<file path="src/hw/rtl/ccl_pkg.sv">
// ----------------------------------------------------------------------------
// ccl_pkg
// Shared constants, codes and control types of the compact byte list table.
// ----------------------------------------------------------------------------
package ccl_pkg;

  localparam int unsigned CAPACITY_DEF = 16;

  localparam int unsigned OP_W       = 3;
  localparam int unsigned VAL_W      = 8;
  localparam int unsigned IDX_W      = 4;
  localparam int unsigned STATUS_W   = 3;
  localparam int unsigned POSITION_W = 4;
  localparam int unsigned REMOVED_W  = 5;
  localparam int unsigned FILL_W     = 5;
  localparam int unsigned EXT_W      = 8;

  localparam logic [OP_W-1:0] OP_APPEND    = 3'd0;
  localparam logic [OP_W-1:0] OP_APP_UNQ   = 3'd1;
  localparam logic [OP_W-1:0] OP_DEL_FIRST = 3'd2;
  localparam logic [OP_W-1:0] OP_DEL_IDX   = 3'd3;
  localparam logic [OP_W-1:0] OP_DEL_ALL   = 3'd4;
  localparam logic [OP_W-1:0] OP_SEARCH    = 3'd5;

  localparam logic [STATUS_W-1:0] ST_OK     = 3'd0;
  localparam logic [STATUS_W-1:0] ST_FULL   = 3'd1;
  localparam logic [STATUS_W-1:0] ST_EMPTY  = 3'd2;
  localparam logic [STATUS_W-1:0] ST_MISS   = 3'd3;
  localparam logic [STATUS_W-1:0] ST_BADIDX = 3'd4;

  typedef struct packed {
    logic load;
    logic scan;
    logic commit;
  } cmd_t;

  typedef struct packed {
    logic scan_done;
  } sts_t;

endpackage

</file>
<file path="src/hw/rtl/ccl_in_if.sv">
// ----------------------------------------------------------------------------
// ccl_in_if
// Operation channel: one word names an operation with its value and index.
// ----------------------------------------------------------------------------
interface ccl_in_if;
  logic                          valid;
  logic                          ready;
  logic [ccl_pkg::OP_W-1:0]      operation;
  logic [ccl_pkg::VAL_W-1:0]     value;
  logic [ccl_pkg::IDX_W-1:0]     index;

  modport source (output valid, operation, value, index, input ready);
  modport sink   (input valid, operation, value, index, output ready);
endinterface

</file>
<file path="src/hw/rtl/ccl_out_if.sv">
// ----------------------------------------------------------------------------
// ccl_out_if
// Result channel: one word per operation with status, position and counts.
// ----------------------------------------------------------------------------
interface ccl_out_if;
  logic                           valid;
  logic                           ready;
  logic [ccl_pkg::STATUS_W-1:0]   status;
  logic [ccl_pkg::POSITION_W-1:0] position;
  logic [ccl_pkg::REMOVED_W-1:0]  removed;
  logic [ccl_pkg::FILL_W-1:0]     fill;

  modport source (output valid, status, position, removed, fill, input ready);
  modport sink   (input valid, status, position, removed, fill, output ready);
endinterface

</file>
<file path="src/hw/rtl/compact_char_list_table.sv">
// ----------------------------------------------------------------------------
// compact_char_list_table
// Compact list of byte entries with append, unique append, deletes and search.
//
//   channel  dir  handshake     payload
//   in_i     in   valid/ready   operation, value, index
//   out_o    out  valid/ready   status, position, removed, fill
//
// on a nonempty list a scanning word reads every entry before its result is committed
// and the next word can be taken once the controller is back in idle after that commit
// the scan reads one entry per cycle through the single memory read port
// words with no pass (append, unused codes, empty list, bad index) read no entry
// reset clears the fill count; entries need no clearing
// a finished result waits in the output register while the next word is taken
// ----------------------------------------------------------------------------
module compact_char_list_table #(
  parameter int unsigned CAPACITY = ccl_pkg::CAPACITY_DEF
) (
  input  logic clk_i,
  input  logic rst_ni,
  ccl_in_if.sink    in_i,
  ccl_out_if.source out_o
);
  import ccl_pkg::*;

  cmd_t cmd;
  sts_t sts;

  ccl_ctrl u_ctrl (
    .clk_i       (clk_i),
    .rst_ni      (rst_ni),
    .in_valid_i  (in_i.valid),
    .in_ready_o  (in_i.ready),
    .out_valid_o (out_o.valid),
    .out_ready_i (out_o.ready),
    .cmd_o       (cmd),
    .sts_i       (sts)
  );

  ccl_dp #(
    .CAPACITY (CAPACITY)
  ) u_dp (
    .clk_i       (clk_i),
    .rst_ni      (rst_ni),
    .cmd_i       (cmd),
    .sts_o       (sts),
    .operation_i (in_i.operation),
    .value_i     (in_i.value),
    .index_i     (in_i.index),
    .status_o    (out_o.status),
    .position_o  (out_o.position),
    .removed_o   (out_o.removed),
    .fill_o      (out_o.fill)
  );

endmodule

</file>
<file path="src/hw/rtl/ccl_dp.sv">
// ----------------------------------------------------------------------------
// ccl_dp
// Datapath: entry memory, scan pointers, fill count and result registers.
// ----------------------------------------------------------------------------
module ccl_dp #(
  parameter int unsigned CAPACITY = ccl_pkg::CAPACITY_DEF
) (
  input  logic                           clk_i,
  input  logic                           rst_ni,
  input  ccl_pkg::cmd_t                  cmd_i,
  output ccl_pkg::sts_t                  sts_o,
  input  logic [ccl_pkg::OP_W-1:0]       operation_i,
  input  logic [ccl_pkg::VAL_W-1:0]      value_i,
  input  logic [ccl_pkg::IDX_W-1:0]      index_i,
  output logic [ccl_pkg::STATUS_W-1:0]   status_o,
  output logic [ccl_pkg::POSITION_W-1:0] position_o,
  output logic [ccl_pkg::REMOVED_W-1:0]  removed_o,
  output logic [ccl_pkg::FILL_W-1:0]     fill_o
);
  import ccl_pkg::*;

  localparam int unsigned FW = $clog2(CAPACITY + 1);
  localparam int unsigned IW = $clog2(CAPACITY);

  logic [VAL_W-1:0] mem [CAPACITY];

  logic [OP_W-1:0]     op_q;
  logic [VAL_W-1:0]    val_q;
  logic [IDX_W-1:0]    idx_q;
  logic [FW-1:0]       fill_q;
  logic [FW-1:0]       rd_q;
  logic [FW-1:0]       wr_q;
  logic                pend_q;
  logic                hit_q;
  logic [IW-1:0]       rpos_q;
  logic [IW-1:0]       pos_q;
  logic [VAL_W-1:0]    rdata_q;
  logic [STATUS_W-1:0] status_q;
  logic [EXT_W-1:0]    pos_ext_q;
  logic [EXT_W-1:0]    removed_ext_q;
  logic [EXT_W-1:0]    fill_ext_q;

  logic                fill_zero_c;
  logic                full_c;
  logic                bad_idx_c;
  logic                is_del_c;
  logic                need_scan_c;
  logic                issue_c;
  logic                proc_c;
  logic                match_c;
  logic                skip_c;
  logic                app_c;
  logic [STATUS_W-1:0] status_c;
  logic [IW-1:0]       pos_c;
  logic [FW-1:0]       removed_c;
  logic [FW-1:0]       fill_c;
  logic                we_c;
  logic [IW-1:0]       waddr_c;
  logic [VAL_W-1:0]    wdata_c;

  always_comb begin
    fill_zero_c = (fill_q == '0);
    full_c      = (fill_q == FW'(CAPACITY));
    bad_idx_c   = (EXT_W'(idx_q) >= EXT_W'(fill_q));
    is_del_c    = (op_q == OP_DEL_FIRST) || (op_q == OP_DEL_IDX) || (op_q == OP_DEL_ALL);
    need_scan_c = (op_q == OP_APP_UNQ) ||
                  ((is_del_c || (op_q == OP_SEARCH)) && !fill_zero_c &&
                   !((op_q == OP_DEL_IDX) && bad_idx_c));
    issue_c     = cmd_i.scan && need_scan_c && (rd_q != fill_q);
    proc_c      = cmd_i.scan && pend_q;
    match_c     = (rdata_q == val_q);
    skip_c      = ((op_q == OP_DEL_FIRST) && match_c && !hit_q) ||
                  ((op_q == OP_DEL_IDX) && (EXT_W'(rpos_q) == EXT_W'(idx_q))) ||
                  ((op_q == OP_DEL_ALL) && match_c);
    sts_o.scan_done = !pend_q && (!need_scan_c || (rd_q == fill_q));
  end

  // result of the finished pass
  always_comb begin
    status_c  = ST_OK;
    pos_c     = '0;
    removed_c = '0;
    fill_c    = fill_q;
    app_c     = 1'b0;
    case (op_q)
      OP_APPEND: begin
        if (full_c) status_c = ST_FULL;
        else        app_c    = 1'b1;
      end
      OP_APP_UNQ: begin
        if (hit_q)       status_c = ST_MISS;
        else if (full_c) status_c = ST_FULL;
        else             app_c    = 1'b1;
      end
      OP_DEL_FIRST, OP_DEL_IDX, OP_DEL_ALL: begin
        if (fill_zero_c) begin
          status_c = ST_EMPTY;
        end else if ((op_q == OP_DEL_IDX) && bad_idx_c) begin
          status_c = ST_BADIDX;
        end else begin
          removed_c = fill_q - wr_q;
          fill_c    = wr_q;
          if (removed_c == '0) status_c = ST_MISS;
        end
      end
      OP_SEARCH: begin
        if (fill_zero_c) status_c = ST_EMPTY;
        else if (hit_q)  pos_c    = pos_q;
        else             status_c = ST_MISS;
      end
      default: ;
    endcase
    if (app_c) fill_c = fill_q + FW'(1);
  end

  always_comb begin
    we_c    = (proc_c && is_del_c && !skip_c) || (cmd_i.commit && app_c);
    waddr_c = cmd_i.commit ? fill_q[IW-1:0] : wr_q[IW-1:0];
    wdata_c = cmd_i.commit ? val_q : rdata_q;
  end

  always_ff @(posedge clk_i) begin
    if (we_c) mem[waddr_c] <= wdata_c;
    if (issue_c) begin
      rdata_q <= mem[rd_q[IW-1:0]];
      rpos_q  <= rd_q[IW-1:0];
    end
  end

  always_ff @(posedge clk_i or negedge rst_ni) begin
    if (!rst_ni) begin
      fill_q <= '0;
      rd_q   <= '0;
      wr_q   <= '0;
      pend_q <= 1'b0;
      hit_q  <= 1'b0;
    end else if (cmd_i.load) begin
      rd_q   <= '0;
      wr_q   <= '0;
      pend_q <= 1'b0;
      hit_q  <= 1'b0;
    end else begin
      pend_q <= issue_c;
      if (issue_c) rd_q <= rd_q + FW'(1);
      if (proc_c && is_del_c && !skip_c) wr_q <= wr_q + FW'(1);
      if (proc_c && match_c) hit_q <= 1'b1;
      if (cmd_i.commit) fill_q <= fill_c;
    end
  end

  always_ff @(posedge clk_i) begin
    if (cmd_i.load) begin
      op_q  <= operation_i;
      val_q <= value_i;
      idx_q <= index_i;
    end
    if (proc_c && match_c && !hit_q) pos_q <= rpos_q;
    if (cmd_i.commit) begin
      status_q      <= status_c;
      pos_ext_q     <= EXT_W'(pos_c);
      removed_ext_q <= EXT_W'(removed_c);
      fill_ext_q    <= EXT_W'(fill_c);
    end
  end

  assign status_o   = status_q;
  assign position_o = pos_ext_q[POSITION_W-1:0];
  assign removed_o  = removed_ext_q[REMOVED_W-1:0];
  assign fill_o     = fill_ext_q[FILL_W-1:0];

  a_fill_bound: assert property (@(posedge clk_i) disable iff (!rst_ni)
    fill_q <= FW'(CAPACITY))
    else $error("fill count above capacity");

  a_wr_behind_rd: assert property (@(posedge clk_i) disable iff (!rst_ni)
    wr_q <= rd_q)
    else $error("write pointer ahead of read pointer");

  a_del_first_one: assert property (@(posedge clk_i) disable iff (!rst_ni)
    cmd_i.commit && (op_q == OP_DEL_FIRST) |-> (fill_q - wr_q) <= FW'(1))
    else $error("delete first removed more than one entry");

endmodule

</file>
<file path="src/hw/rtl/ccl_ctrl.sv">
// ----------------------------------------------------------------------------
// ccl_ctrl
// Controller: sequences load, scan pass and commit for one word at a time.
// ----------------------------------------------------------------------------
module ccl_ctrl (
  input  logic          clk_i,
  input  logic          rst_ni,
  input  logic          in_valid_i,
  output logic          in_ready_o,
  output logic          out_valid_o,
  input  logic          out_ready_i,
  output ccl_pkg::cmd_t cmd_o,
  input  ccl_pkg::sts_t sts_i
);
  import ccl_pkg::*;

  localparam logic [1:0] S_IDLE = 2'd0;
  localparam logic [1:0] S_SCAN = 2'd1;
  localparam logic [1:0] S_FIN  = 2'd2;

  logic [1:0] state_q, state_d;
  logic       out_valid_q, out_valid_d;
  logic       out_busy_c;

  always_comb begin
    out_busy_c  = out_valid_q && !out_ready_i;
    in_ready_o  = (state_q == S_IDLE);
    cmd_o       = '0;
    state_d     = state_q;
    out_valid_d = out_busy_c;
    case (state_q)
      S_IDLE: begin
        if (in_valid_i) begin
          cmd_o.load = 1'b1;
          state_d    = S_SCAN;
        end
      end
      S_SCAN: begin
        cmd_o.scan = 1'b1;
        if (sts_i.scan_done) state_d = S_FIN;
      end
      S_FIN: begin
        if (!out_busy_c) begin
          cmd_o.commit = 1'b1;
          out_valid_d  = 1'b1;
          state_d      = S_IDLE;
        end
      end
      default: state_d = S_IDLE;
    endcase
  end

  always_ff @(posedge clk_i or negedge rst_ni) begin
    if (!rst_ni) begin
      state_q     <= S_IDLE;
      out_valid_q <= 1'b0;
    end else begin
      state_q     <= state_d;
      out_valid_q <= out_valid_d;
    end
  end

  assign out_valid_o = out_valid_q;

  a_commit_free: assert property (@(posedge clk_i) disable iff (!rst_ni)
    cmd_o.commit |-> !(out_valid_q && !out_ready_i))
    else $error("result overwritten while stalled");

  a_load_scan: assert property (@(posedge clk_i) disable iff (!rst_ni)
    cmd_o.load |=> state_q == S_SCAN && out_valid_q == $past(out_busy_c))
    else $error("load not followed by scan");

endmodule

</file>
<file path="src/flat_wrapper.sv">
// flat-port wrapper written by rule: the top's interface ports become plain ports
module compact_char_list_table_flat import ccl_pkg::*;
#(
  parameter int unsigned CAPACITY = ccl_pkg::CAPACITY_DEF
)
  (clk_i, rst_ni, in_i_valid, in_i_operation, in_i_value, in_i_index, in_i_ready, out_o_valid, out_o_status, out_o_position, out_o_removed, out_o_fill, out_o_ready);
  ccl_in_if in_i_i ();
  ccl_out_if out_o_i ();
  input  logic clk_i;
  input  logic rst_ni;
  input wire logic [$bits(in_i_i.valid)-1:0] in_i_valid;
  input wire logic [$bits(in_i_i.operation)-1:0] in_i_operation;
  input wire logic [$bits(in_i_i.value)-1:0] in_i_value;
  input wire logic [$bits(in_i_i.index)-1:0] in_i_index;
  output wire logic [$bits(in_i_i.ready)-1:0] in_i_ready;
  output wire logic [$bits(out_o_i.valid)-1:0] out_o_valid;
  output wire logic [$bits(out_o_i.status)-1:0] out_o_status;
  output wire logic [$bits(out_o_i.position)-1:0] out_o_position;
  output wire logic [$bits(out_o_i.removed)-1:0] out_o_removed;
  output wire logic [$bits(out_o_i.fill)-1:0] out_o_fill;
  input wire logic [$bits(out_o_i.ready)-1:0] out_o_ready;
  assign in_i_i.valid = in_i_valid;
  assign in_i_i.operation = in_i_operation;
  assign in_i_i.value = in_i_value;
  assign in_i_i.index = in_i_index;
  assign in_i_ready = in_i_i.ready;
  assign out_o_valid = out_o_i.valid;
  assign out_o_status = out_o_i.status;
  assign out_o_position = out_o_i.position;
  assign out_o_removed = out_o_i.removed;
  assign out_o_fill = out_o_i.fill;
  assign out_o_i.ready = out_o_ready;
  compact_char_list_table #(.CAPACITY(CAPACITY)) u_core (.clk_i(clk_i), .rst_ni(rst_ni), .in_i(in_i_i), .out_o(out_o_i));
endmodule
</file>
<file path="config.mk">
export PLATFORM = sky130hd
export DESIGN_NAME = compact_char_list_table_flat
export DESIGN_NICKNAME = d
export VERILOG_FILES = /design/src/hw/rtl/ccl_pkg.sv /design/src/hw/rtl/ccl_in_if.sv /design/src/hw/rtl/ccl_out_if.sv /design/src/hw/rtl/compact_char_list_table.sv /design/src/hw/rtl/ccl_dp.sv /design/src/hw/rtl/ccl_ctrl.sv /design/src/flat_wrapper.sv
export SDC_FILE = /design/constraint.sdc
export NUM_CORES = 1
export LEC_CHECK = 0
export ABC_AREA = 1
export BUFFER_PORTS_ARGS = -buffer_cell sky130_fd_sc_hd__buf_2
export CAP_MARGIN = 5
export CORE_AREA = 10 10 123 209
export CTS_BUF_LIST = sky130_fd_sc_hd__clkbuf_4
export CTS_CLUSTER_DIAMETER = 40
export DETAILED_ROUTE_END_ITERATION = 8
export DIE_AREA = 0 0 133 219
export MAX_ROUTING_LAYER = met4
export SLEW_MARGIN = 5
export SYNTH_ARGS = -nofsm -noshare
export SYNTH_HDL_FRONTEND = slang
export SYNTH_SLANG_ARGS = --single-unit
</file>
<file path="constraint.sdc">
create_clock -name clk_i -period 3.3 [get_ports clk_i]
set_input_delay 0.165 -clock clk_i [delete_from_list [all_inputs] [get_ports clk_i]]
set_output_delay 0.165 -clock clk_i [all_outputs]
set_load 0.02 [all_outputs]
</file>
## After elaboration in Yosys (flattened, before gate mapping)

Memories as Yosys holds them, arrays and structs flattened. A register that Yosys moved wholly into a read port is not among the register bits.
Index checks and enable logic that the tools add are counted.
Widths: inputs -> output; s select.

- Logic and storage cells: 121
- Memories kept: 1
- Flip-flop bits (word level): 60
- RAM bits: 128
- Output and inout bits: 19
- Bits of input ports: 19

- Add/sub/neg operators: 4
- Order comparisons: 1
- Equality and inequality tests: 15
- Bitwise logic cells: 4
- Multiplexer cells: 36
- Reduce and logical (&&, ||, !) cells: 44

Memory list:

| name | words | bits a word | rd ports | clocked after Yosys merged registers in | wr ports | line | RTL |
|---|---|---|---|---|---|---|---|
| u_core.u_dp.mem | 16 | 8 | 1 | 1 | 1 | ccl_dp.sv:25 | `logic [VAL_W-1:0] mem [CAPACITY];` |

Operators with widths:

| cell | count |
|---|---|
| $mux 5 | 8 |
| $logic_and 1x1->1 | 17 |
| $add 5x1->5 const B | 3 |
| $mux 1 | 14 |
| $mux 2 | 6 |
| $pmux 3 s4 | 1 |
| $logic_not 5->1 | 2 |
| $mux 3 | 3 |
| $reduce_or 3->1 | 3 |
| $eq 8x8->1 | 1 |
| $logic_or 1x1->1 | 8 |
| $mux 8 | 1 |
| $logic_not 1->1 | 7 |
| $eq 3x2->1 const B | 2 |
| $eq 3x3->1 const B | 2 |
| $pmux 2 s3 | 1 |
| $reduce_bool 2->1 | 3 |
| $eq 5x5->1 | 1 |
| $eq 5x5->1 const B | 1 |
| $ge 4x5->1 | 1 |
| $ne 5x5->1 | 1 |
| $sub 5x5->5 | 1 |
| $eq 4x4->1 | 1 |
| $mux 4 | 1 |
| 11 further kinds | 15 |

## Depth between registers and ports, before layout

Gate-level depths: netlist of the first run.

- Depth after elaboration: 12
- Gate-level depth with buffers: 14
- Mapped depth without buffers: 13

## Modules after synthesis

Synthesis of the first run repeated with hierarchy kept, for this count alone.

- Cell total of the unflattened synthesis: 774
- Area, all modules: 8777.2 µm²

Modules (own cells, without submodules):

| module | times used | sequential area each (µm²) | area an instance (µm²) | cells each |
|---|---|---|---|---|
| ccl_dp | 1 | 5710.5 | 8630.8 | 753 |
| ccl_ctrl | 1 | 75.1 | 146.4 | 21 |

## Worst setup path before layout of the first run

No wires, ideal clock.

- Path kind: reg2reg
- Start point: register u_core.u_dp.fill_q[0]
- End point: memory u_core.u_dp.mem[12][0] (enable)
- Arrival time: 1.831 ns
- Period minus slack after synthesis: 2.201 ns
- Setup time: 0.370 ns
- Stages on the path, launching flop included: 10
- Slack: 1.099 ns
- Required time: 2.930 ns
- Buffers on the path: 0
- Cells stage by stage: dfrtp_1 -> inv_1 -> ha_1 -> nand4_1 -> nand3_2 -> inv_2 -> nand2_2 -> nand2_8 -> nand2_4 -> nor2_1

- Word-level cells in the longest chain between the ends: 8
- Elaborated cells between the ends (all ways): 9
- Those cells by class: eq/ne: 1; mux: 6; reduce/logical: 2

RTL lines:

| what | line | RTL |
|---|---|---|
| start: declaration | ccl_dp.sv:30 | `logic [FW-1:0] fill_q;` |
| start signal: assignment | ccl_dp.sv:147 | `if (cmd_i.commit) fill_q <= fill_c;` |
| $eq 5x5->1 | ccl_dp.sv:63 | `full_c = (fill_q == FW'(CAPACITY));` |
| $mux 1 | ccl_dp.sv:87, ccl_dp.sv:92 |  |
| $mux 1 | ccl_dp.sv:91 | `if (hit_q) status_c = ST_MISS;` |
| $pmux 1 s2 | ccl_dp.sv:85 | `case (op_q)` |
| $logic_and 1x1->1 | ccl_dp.sv:117 | `we_c = (proc_c && is_del_c && !skip_c) \|\| (cmd_i.commit && app_c);` |
| $logic_or 1x1->1 | ccl_dp.sv:117 |  |
| $mux 1 | ccl_dp.sv:123 | `if (we_c) mem[waddr_c] <= wdata_c;` |
| $mux 1 (not written as such) | ccl_dp.sv:123 |  |
| end: declaration | ccl_dp.sv:25 |  |

Several ways; a longest one is shown, not always the timed one.

## Worst setup path after layout of the first run

- Start point: register u_core.u_dp.fill_q[2]
- End point: register u_core.u_ctrl.state_q[1]

- Word-level cells in the longest chain between the ends: 10
- Elaborated cells between the ends (all ways): 14
- Those cells by class: order compare: 1; eq/ne: 2; reduce/logical: 11

RTL lines:

| what | line | RTL |
|---|---|---|
| $ge 4x5->1 / $logic_not 5->1 (equally long branches) | ccl_dp.sv:64, ccl_dp.sv:62 |  |
| $logic_and 1x1->1 / $logic_not 1->1 (equally long branches) | ccl_dp.sv:68, ccl_dp.sv:67 |  |
| $logic_not 1->1 / $logic_and 1x1->1 (equally long branches) | ccl_dp.sv:68, ccl_dp.sv:67 |  |
| $logic_and 1x1->1 | ccl_dp.sv:67 | `((is_del_c \|\| (op_q == OP_SEARCH)) && !fill_zero_c &&` |
| $logic_or 1x1->1 | ccl_dp.sv:66 | `need_scan_c = (op_q == OP_APP_UNQ) \|\|` |
| $logic_not 1->1 | ccl_dp.sv:75 | `sts_o.scan_done = !pend_q && (!need_scan_c \|\| (rd_q == fill_q));` |
| $logic_or 1x1->1 (*) | ccl_dp.sv:75 |  |
| $logic_and 1x1->1 (*) | ccl_dp.sv:75 |  |
| $ne 2x1->1 (no line) (*) | n/a |  |
| $reduce_and 3->1 (no line) (*) | n/a |  |
| end signal: assignment | ccl_ctrl.sv:58 | `state_q <= state_d;` |
| end: declaration | ccl_ctrl.sv:21 | `logic [1:0] state_q, state_d;` |

Mark *: on every way between the ends. The rest lies on a longest branch, timed or not.
A chain may end at the register's enable or synchronous reset.

==> run metrics, run 1 <==
total power 0.00760 W; total number of vias 5697; CTS tree built; Max-Cap Viols 0; status finished clean; netlist area before placement 8750 µm²; Slew @ Worst Pin 0.936 ns; die height 219 µm; synthesis warning total 0; Setup crit start u_core.u_dp.fill_q[2]; RePlAce Congestion 0.872; Top FF cell, synth edfxtp_1; Final min period 2.56 ns; Unique masters post-synth 43; drt pass-1 iters 5; Final #Nets 853; ys async rst share 10.2%; Starting Density 39.6%; DRC viols 0; Post-synth EDFFs 176; grt total ovfl 0; CTS max path bufs 2; later-pin clock latency in the skew report 0.60 ns; DIE AREA 29100 µm²; setup violators final 0; Max Slew Vio Count 0; final hold viol count 0; Critical Path Sink Type register; area grow syn2layout 11.3%; 1st-iter DRT viols 345; final WL 21300 µm; Tot GR Track Use 15.3%; WL/cell 18.8 µm; crit path DAT 3.06 ns; VDD IR-drop max 0.256 mV; CTS Buf Count 17; Setup TNS Final 0 ns; #FFs+latches synth 196; power density of the placed cells 781 nW/µm²; Crit Reg-Reg Startpoint u_core.u_dp.fill_q[2]; Reg2Reg Setup Slack 0.74 ns; Hold Path Class input port to asynchronous set/reset pin; Pleak 3.65 nW; crit share post-route 77.5%; Via density 5.04; largest net degree at the start of global routing 70; type of origin of the critical path register; Detail Route Antenna Nets 0; Mean Syn Cell Area 11.6 µm²; first-pass GRT wire length 32500 µm; Root Buffer clkbuf_4; f_max 391 MHz; clock skew 0.0283 ns; commonest non-fill, non-tap cell in the layout edfxtp_1; Crit Path Category register to register; Fillers 2069; RSZ-0062 raised after global routing no; Syn Nets 789; cells on worst reg2reg path 13; post-synthesis sequential area ratio 66.1%; Sequential Area 5790 µm²; Core ar. 22100 µm²; Mapped Cells 757; multi-input logic area 2620 µm²; Critical Path Sink u_core.u_ctrl.state_q[1]; most frequent cells in the layout 176 x edfxtp_1, 128 x nor2_1, 115 x nand2_1; IO Port Bufs 37; vias in the first global route 5746; Post-CTS Setup Repair Bufs 0; Worst Path Required 3.81 ns; Reg clk slew, reported paths 0.16 ns; CP max FO 10; Die Width 133 µm; layout cells sized above 1 15.6%; H-Tree Level Count 4; row cnt 72; clk sink count 196; reg2reg end u_core.u_ctrl.state_q[1]; hpwl dp 15100 µm; initial antenna violation count 1; post-layout util 44.1%; IO Count 38; Slew HR 37.5%
-- per-stage QoR --
step	hold slack (ns)	cells	instance area (µm²)	setup slack [ns]
after floorplan	-0.131	757	8750	1.10
after CTS	0.0204	1129	9730	0.764
after detailed placement	0.167	1079	9300	0.837
final	0.0409	1130	9740	0.742
after global routing	0.0430	1130	9740	0.565
after global placement	0.164	1079	9300	0.868
-- worst min path at each step --
stage	start	endpoint	slack, ns	cells after the start
2_1_floorplan	rst_ni	u_core.u_ctrl.out_valid_o	-0.13	0
3_3_place_gp	rst_ni	u_core.u_dp.fill_q[1]	0.16	1
3_5_place_dp	rst_ni	u_core.u_dp.fill_q[1]	0.17	1
4_1_cts	rst_ni	u_core.u_dp.fill_q[1]	0.02	2
5_1_grt	rst_ni	u_core.u_dp.wr_q[1]	0.04	2
6_report	rst_ni	u_core.u_dp.fill_q[1]	0.04	2
-- what timing repair did --
| action | CTS | global route |
|---|---|---|
| gates resized for setup | 0 | 0 |
| hold endpoints to repair | 38 | 0 |
| hold buffers | 19 | 0 |
-- registers in the layout (all words and copies together), names as in the netlist, 4 cells and up --
register and flops:
u_core.u_dp.pos_ext_q 4, u_core.u_dp.idx_q 4, u_core.u_dp.mem 128, u_core.u_dp.rpos_q 4
u_core.u_dp.rdata_q 8, u_core.u_dp.val_q 8, u_core.u_dp.wr_q 5, u_core.u_dp.rd_q 5
u_core.u_dp.fill_q 5, u_core.u_dp.fill_ext_q 5, u_core.u_dp.removed_ext_q 5, u_core.u_dp.pos_q 4
-- cell type report --
cell class	instances	area share [%]
clock inverters	13	1.16
clock buffers	18	1.39
flip-flops and latches	196	59.4
multi-input cells	479	26.9
well taps	296	3.80
repair buffers	74	5.24
inverters	53	2.04
diodes	1	0.0257
-- report_power, final --
part / switching (W) / internal (W) / leakage (nW) / total, W
Combinational: 0.00202 / 0.000879 / 1.66 / 0.00290
Clock: 0.000799 / 0.000374 / 0.127 / 0.00117
Sequential: 0.000245 / 0.00328 / 1.86 / 0.00353
-- critical path, stage by stage, from the launching register on --
cell	delay, ns
dfrtp_1	0.59
inv_2	0.13
ha_1	0.32
nand2_1	0.07
inv_1	0.04
nand3_1	0.06
nand3_1	0.10
nand2_2	0.20
o21ai_4	0.09
nand2_4	0.11
nand2_8	0.08
nand3_1	0.08
nand2_1	0.05
dlygate4sd3_1	0.54
-- Yosys cell counts, types with 2 or more instances --
library cell / number / area, µm²
nand2_1: 115 / 432
nand3_2: 2 / 20.0
nor2_1: 128 / 480
nand2_8: 2 / 40.0
nand2_4: 6 / 67.6
edfxtp_1: 176 / 5290
nor2_2: 5 / 31.3
nand2_2: 9 / 56.3
clkinv_1: 3 / 11.3
o21ai_0: 48 / 240
and2_1: 3 / 18.8
o31ai_1: 4 / 30.0
inv_2: 15 / 56.3
nor3_1: 2 / 10.0
a21oi_1: 4 / 20.0
o211ai_1: 12 / 90.1
nand3_1: 49 / 245
xor2_1: 12 / 105
nand4_1: 5 / 31.3
buf_4: 2 / 15.0
buf_6: 2 / 22.5
xnor2_1: 17 / 149
inv_1: 35 / 131
buf_2: 10 / 50.1
clkbuf_1: 14 / 52.6
ha_1: 12 / 150
o221ai_1: 5 / 43.8
a21boi_0: 2 / 15.0
o32ai_1: 16 / 140
mux2i_1: 5 / 50.1
o21ai_4: 2 / 32.5
dfrtp_1: 20 / 500
o21ai_1: 5 / 25.0
-- per-layer routing --
metal	part of all wire [%]	track usage, %
met5	0	-
met4	3.5	7.73
met3	3.2	2.72
met2	57	29.2
met1	36	14.2
-- cell families (layout without fill, tap and decap cells) --
kind of cell             after synthesis  in the layout  share of synthesized area, %
AND/OR/NAND/NOR                      330            330                          16.9
flip-flops                           196            196                          66.1
AO/OA/AOI/OAI                        102            102                          7.62
buffers and inverters                 82            158                          3.92
XOR/XNOR                              29             29                          2.90
adder cells (fa/ha/maj)               13             13                          1.95
multiplexers                           5              5                         0.572
other                                  0              1                             0
No activity file was read; power rests on OpenSTA's default activity.
==> inputs of run 2 (changes only) <==
--- a/config.mk
+++ b/config.mk
@@ -5,14 +5,14 @@
 export SDC_FILE = /design/constraint.sdc
 export NUM_CORES = 1
 export LEC_CHECK = 0
-export ABC_AREA = 1
+export ABC_AREA = 0
 export BUFFER_PORTS_ARGS = -buffer_cell sky130_fd_sc_hd__buf_2
 export CAP_MARGIN = 5
-export CORE_AREA = 10 10 123 209
+export CORE_AREA = 10 10 121 205
 export CTS_BUF_LIST = sky130_fd_sc_hd__clkbuf_4
 export CTS_CLUSTER_DIAMETER = 40
 export DETAILED_ROUTE_END_ITERATION = 8
-export DIE_AREA = 0 0 133 219
+export DIE_AREA = 0 0 131 215
 export MAX_ROUTING_LAYER = met4
 export SLEW_MARGIN = 5
 export SYNTH_ARGS = -nofsm -noshare
==> constraint.sdc (replaced) <==
create_clock -name clk_i -period 2.5 [get_ports clk_i]
set_input_delay 0.125 -clock clk_i [delete_from_list [all_inputs] [get_ports clk_i]]
set_output_delay 0.125 -clock clk_i [all_outputs]
set_load 0.02 [all_outputs]
==> run 2 against run 1 <==
The flow now finishes with violations (setup timing). Worst hold slack improved by 0.18 ns. Register-to-register slack got worse by 0.79 ns. Setup slack got worse by 0.79 ns. Sequential power rose by 24%. Wire length fell by 8.1%. Sequential share of layout area fell by 1.6 points.
==> run metrics, run 2 <==
post-synthesis sequential area ratio 69.2% (+3.1 points); CTS tree built; f_max 393 MHz (+0.47%); CP Depth 8 (-5); Unique masters post-synth 54 (+26%); CTS max path bufs 2 (unchanged); H-Tree Level Count 4 (unchanged); DIE AREA 28200 µm² (-3.3%); type of origin of the critical path register; IO Count 38 (unchanged); commonest non-fill, non-tap cell in the layout edfxtp_1; Crit path max-delay family simple AND/OR/NAND/NOR gates; slowest stage delay, CP 0.57 ns (-0.02 ns); Critical Path Sink u_core.u_dp.fill_ext_q[2]; Final Cell Area 10000 µm² (+2.8%); status finished, violations left; vias in the first global route 5154 (-10%); crit-path cells inv_2 > ha_4 > nor3_2 > or4b_4 > or3_4 > nand3_4 > nor2_2 > a311o_1; Slew HR 37.9% (+0.38 points); Crit Path Category register to register; DP Area 9320 µm² (+0.30%); clk sink count 196 (unchanged); Critical Path Sink Type register; layout cells sized above 1 32.0% (+16 points); Die Width 131 µm (-1.5%); WP buf/inv 1 (-2); Final #Nets 668 (-22%); Top FF cell, synth edfxtp_1; initial antenna violation count 1 (unchanged); CP max FO 4 (-6); Reg clk slew, reported paths 0.16 ns (about the same); largest net degree at the start of global routing 38 (-46%); Mean Syn Cell Area 16.1 µm² (+39%); slowest cell on the critical path or4b_4; Final WS setup -0.0457 ns (-0.788 ns); hpwl dp 14100 µm (-6.5%); Crit Reg-Reg Startpoint u_core.u_dp.fill_q[2]; Post-synth EDFFs 176 (unchanged); row cnt 71 (-1.4%); Via density 5.18 (+2.7%); multi-input logic area 2580 µm² (-1.3%); Pleak 3.46 nW (-5.2%); synthesis warning total 0 (unchanged); area grow syn2layout 19.7%; total number of vias 4876 (-14%); Commonest cells post-synth 176 x edfxtp_1, 55 x nand2_1, 40 x mux4_2; ys async rst share 10.2% (unchanged); Sequential Area 5790 µm² (about the same); most frequent cells in the layout 176 x edfxtp_1, 60 x buf_4, 54 x nand2_1; Slew @ Worst Pin 0.929 ns (-0.00779 ns); Max Slew Vio Count 0 (unchanged); Reg2Reg Setup Slack -0.05 ns (-0.79 ns); clock skew 0.0186 ns (-0.00967 ns); later-pin clock latency in the skew report 0.61 ns (about the same); die height 215 µm (-1.8%); failing checks setup timing; final hold viol count 0 (unchanged); Root Buffer clkbuf_4; final WL 19500 µm (-8.1%); power density of the placed cells 937 nW/µm² (+20%); setup violators final 1 (+1); Hold WS 0.225 ns (+0.185 ns); max FFs per register 128 (unchanged); Top reg by flops u_core.u_dp.mem; Setup crit start u_core.u_dp.fill_q[2]; Area contributors post-synth edfxtp_1 63%, mux4_2 11%, dfrtp_1 6.0%; Mapped Cells 519 (-31%); VDD IR-drop max 0.370 mV (+44%); Regs by FF count u_core.u_dp.mem (128), u_core.u_dp.rdata_q (8), u_core.u_dp.val_q (8); Core ar. 21400 µm² (-3.0%); Worst Path Required 2.88 ns (-0.93 ns); area share of the largest cell type after synthesis 63.2% (+2.8 points); Hold Path Class input port to register; top-count cell post-synth edfxtp_1; IO Port Bufs 37 (unchanged); Syn Nets 551 (-30%); reg2reg end u_core.u_dp.fill_ext_q[2]; grt total ovfl 0 (unchanged); Detail Route Antenna Nets 0 (unchanged); Starting Density 39.0% (-0.60 points); Yosys top cell by area edfxtp_1; #FFs+latches synth 196 (unchanged); CTS Buf Count 17 (unchanged); DRC viols 0 (unchanged); first-pass GRT wire length 30100 µm (-7.4%); 1st-iter DRT viols 306 (-11%); RSZ-0062 raised after global routing yes; Max-Cap Viols 0 (unchanged); crit path DAT 2.92 ns (-0.14 ns); crit share post-route 102% (+24 points); drt pass-1 iters 4 (-1); Final min period 2.55 ns (-0.0119 ns); netlist area before placement 8360 µm² (-4.5%); Fillers 1840 (-11%); cells on worst reg2reg path 8 (-5); Tot GR Track Use 14.8% (-0.46 points); WL/cell 20.7 µm (+10%); RePlAce Congestion 0.894 (+2.5%)
## run 2: cell types whose count changed after synthesis, sizes merged, moves of 11 or more
cell	delta
nor2	-96
nand2	-77
o21ai	-44
mux4	+40
inv	-38
nand3	-38
o32ai	-13
o211ai	-11
## run 2: cell type report
type | count | area share [%]
Clock buffer | 18 | 1.35
Timing Repair Buffer | 121 | 9.07
Clock inverter | 14 | 1.76
Antenna cell | 1 | 0.0250
Multi-Input combinational cell | 287 | 25.8
Tap cell | 292 | 3.65
Inverter | 13 | 0.488
Sequential cell | 196 | 57.8
## run 2: worst min path at each step
stage / start / to / slack, ns / cells after the start
after floorplan: rst_ni / u_core.u_ctrl.out_valid_o / -0.17 / 0
after global placement: rst_ni / u_core.u_dp.wr_q[4] / 0.13 / 1
after detailed placement: rst_ni / u_core.u_dp.wr_q[2] / 0.13 / 1
after CTS: in_i_index[3] / u_core.u_dp.idx_q[3] / 0.17 / 2
after global routing: in_i_index[3] / u_core.u_dp.idx_q[3] / 0.19 / 2
final: in_i_index[3] / u_core.u_dp.idx_q[3] / 0.23 / 2
## run 2: per-stage QoR
stage	total power (W)	utilization (%)	instances	setup TNS, ns	setup slack [ns]
2_1_floorplan	0.00632	-	519	0	0.00917
3_3_place_gp	0.00744	43.6	886	-0.172	-0.101
3_5_place_dp	0.00749	43.6	886	-0.356	-0.101
4_1_cts	0.00934	46.0	938	0	0.00245
5_1_grt	0.00985	46.7	942	-0.796	-0.0868
6_report	0.00938	46.7	942	-0.0457	-0.0457
## run 2: cell families after synthesis
logic type                 synth area share, %
xor gates and xnor gates                  2.41
AOI/OAI and AO/OA                         4.24
and+or+nand+nor                           8.71
adders and majority gates                 2.04
DFF                                       69.2
buffers and inverters                     1.72
muxes                                     11.6
## run 2: routing by layer
metal  GRT usage, %  part of all wire, %  vias to the layer above
li1               -                    -                     2233
met1           15.1                   35                     2468
met2           26.3                   57                      138
met3           2.93                  4.7                       37
met4           6.92                  3.3                        0
met5              -                    0                        -
## run 2: repair_timing
action                                  4_1_cts  5_1_grt
endpoints found under the hold margin        45        0
setup buffers                                 0        3
hold buffers                                 20        0
endpoints found under the setup margin       31      102
pin swaps                                     2        9
gates resized for setup                       5       25
## run 2: power by group
| group | internal [W] | switching [W] | total (W) |
|---|---|---|---|
| Combinational | 0.00133 | 0.00185 | 0.00318 |
| Sequential | 0.00423 | 0.000152 | 0.00438 |
| Clock | 0.000722 | 0.00109 | 0.00182 |
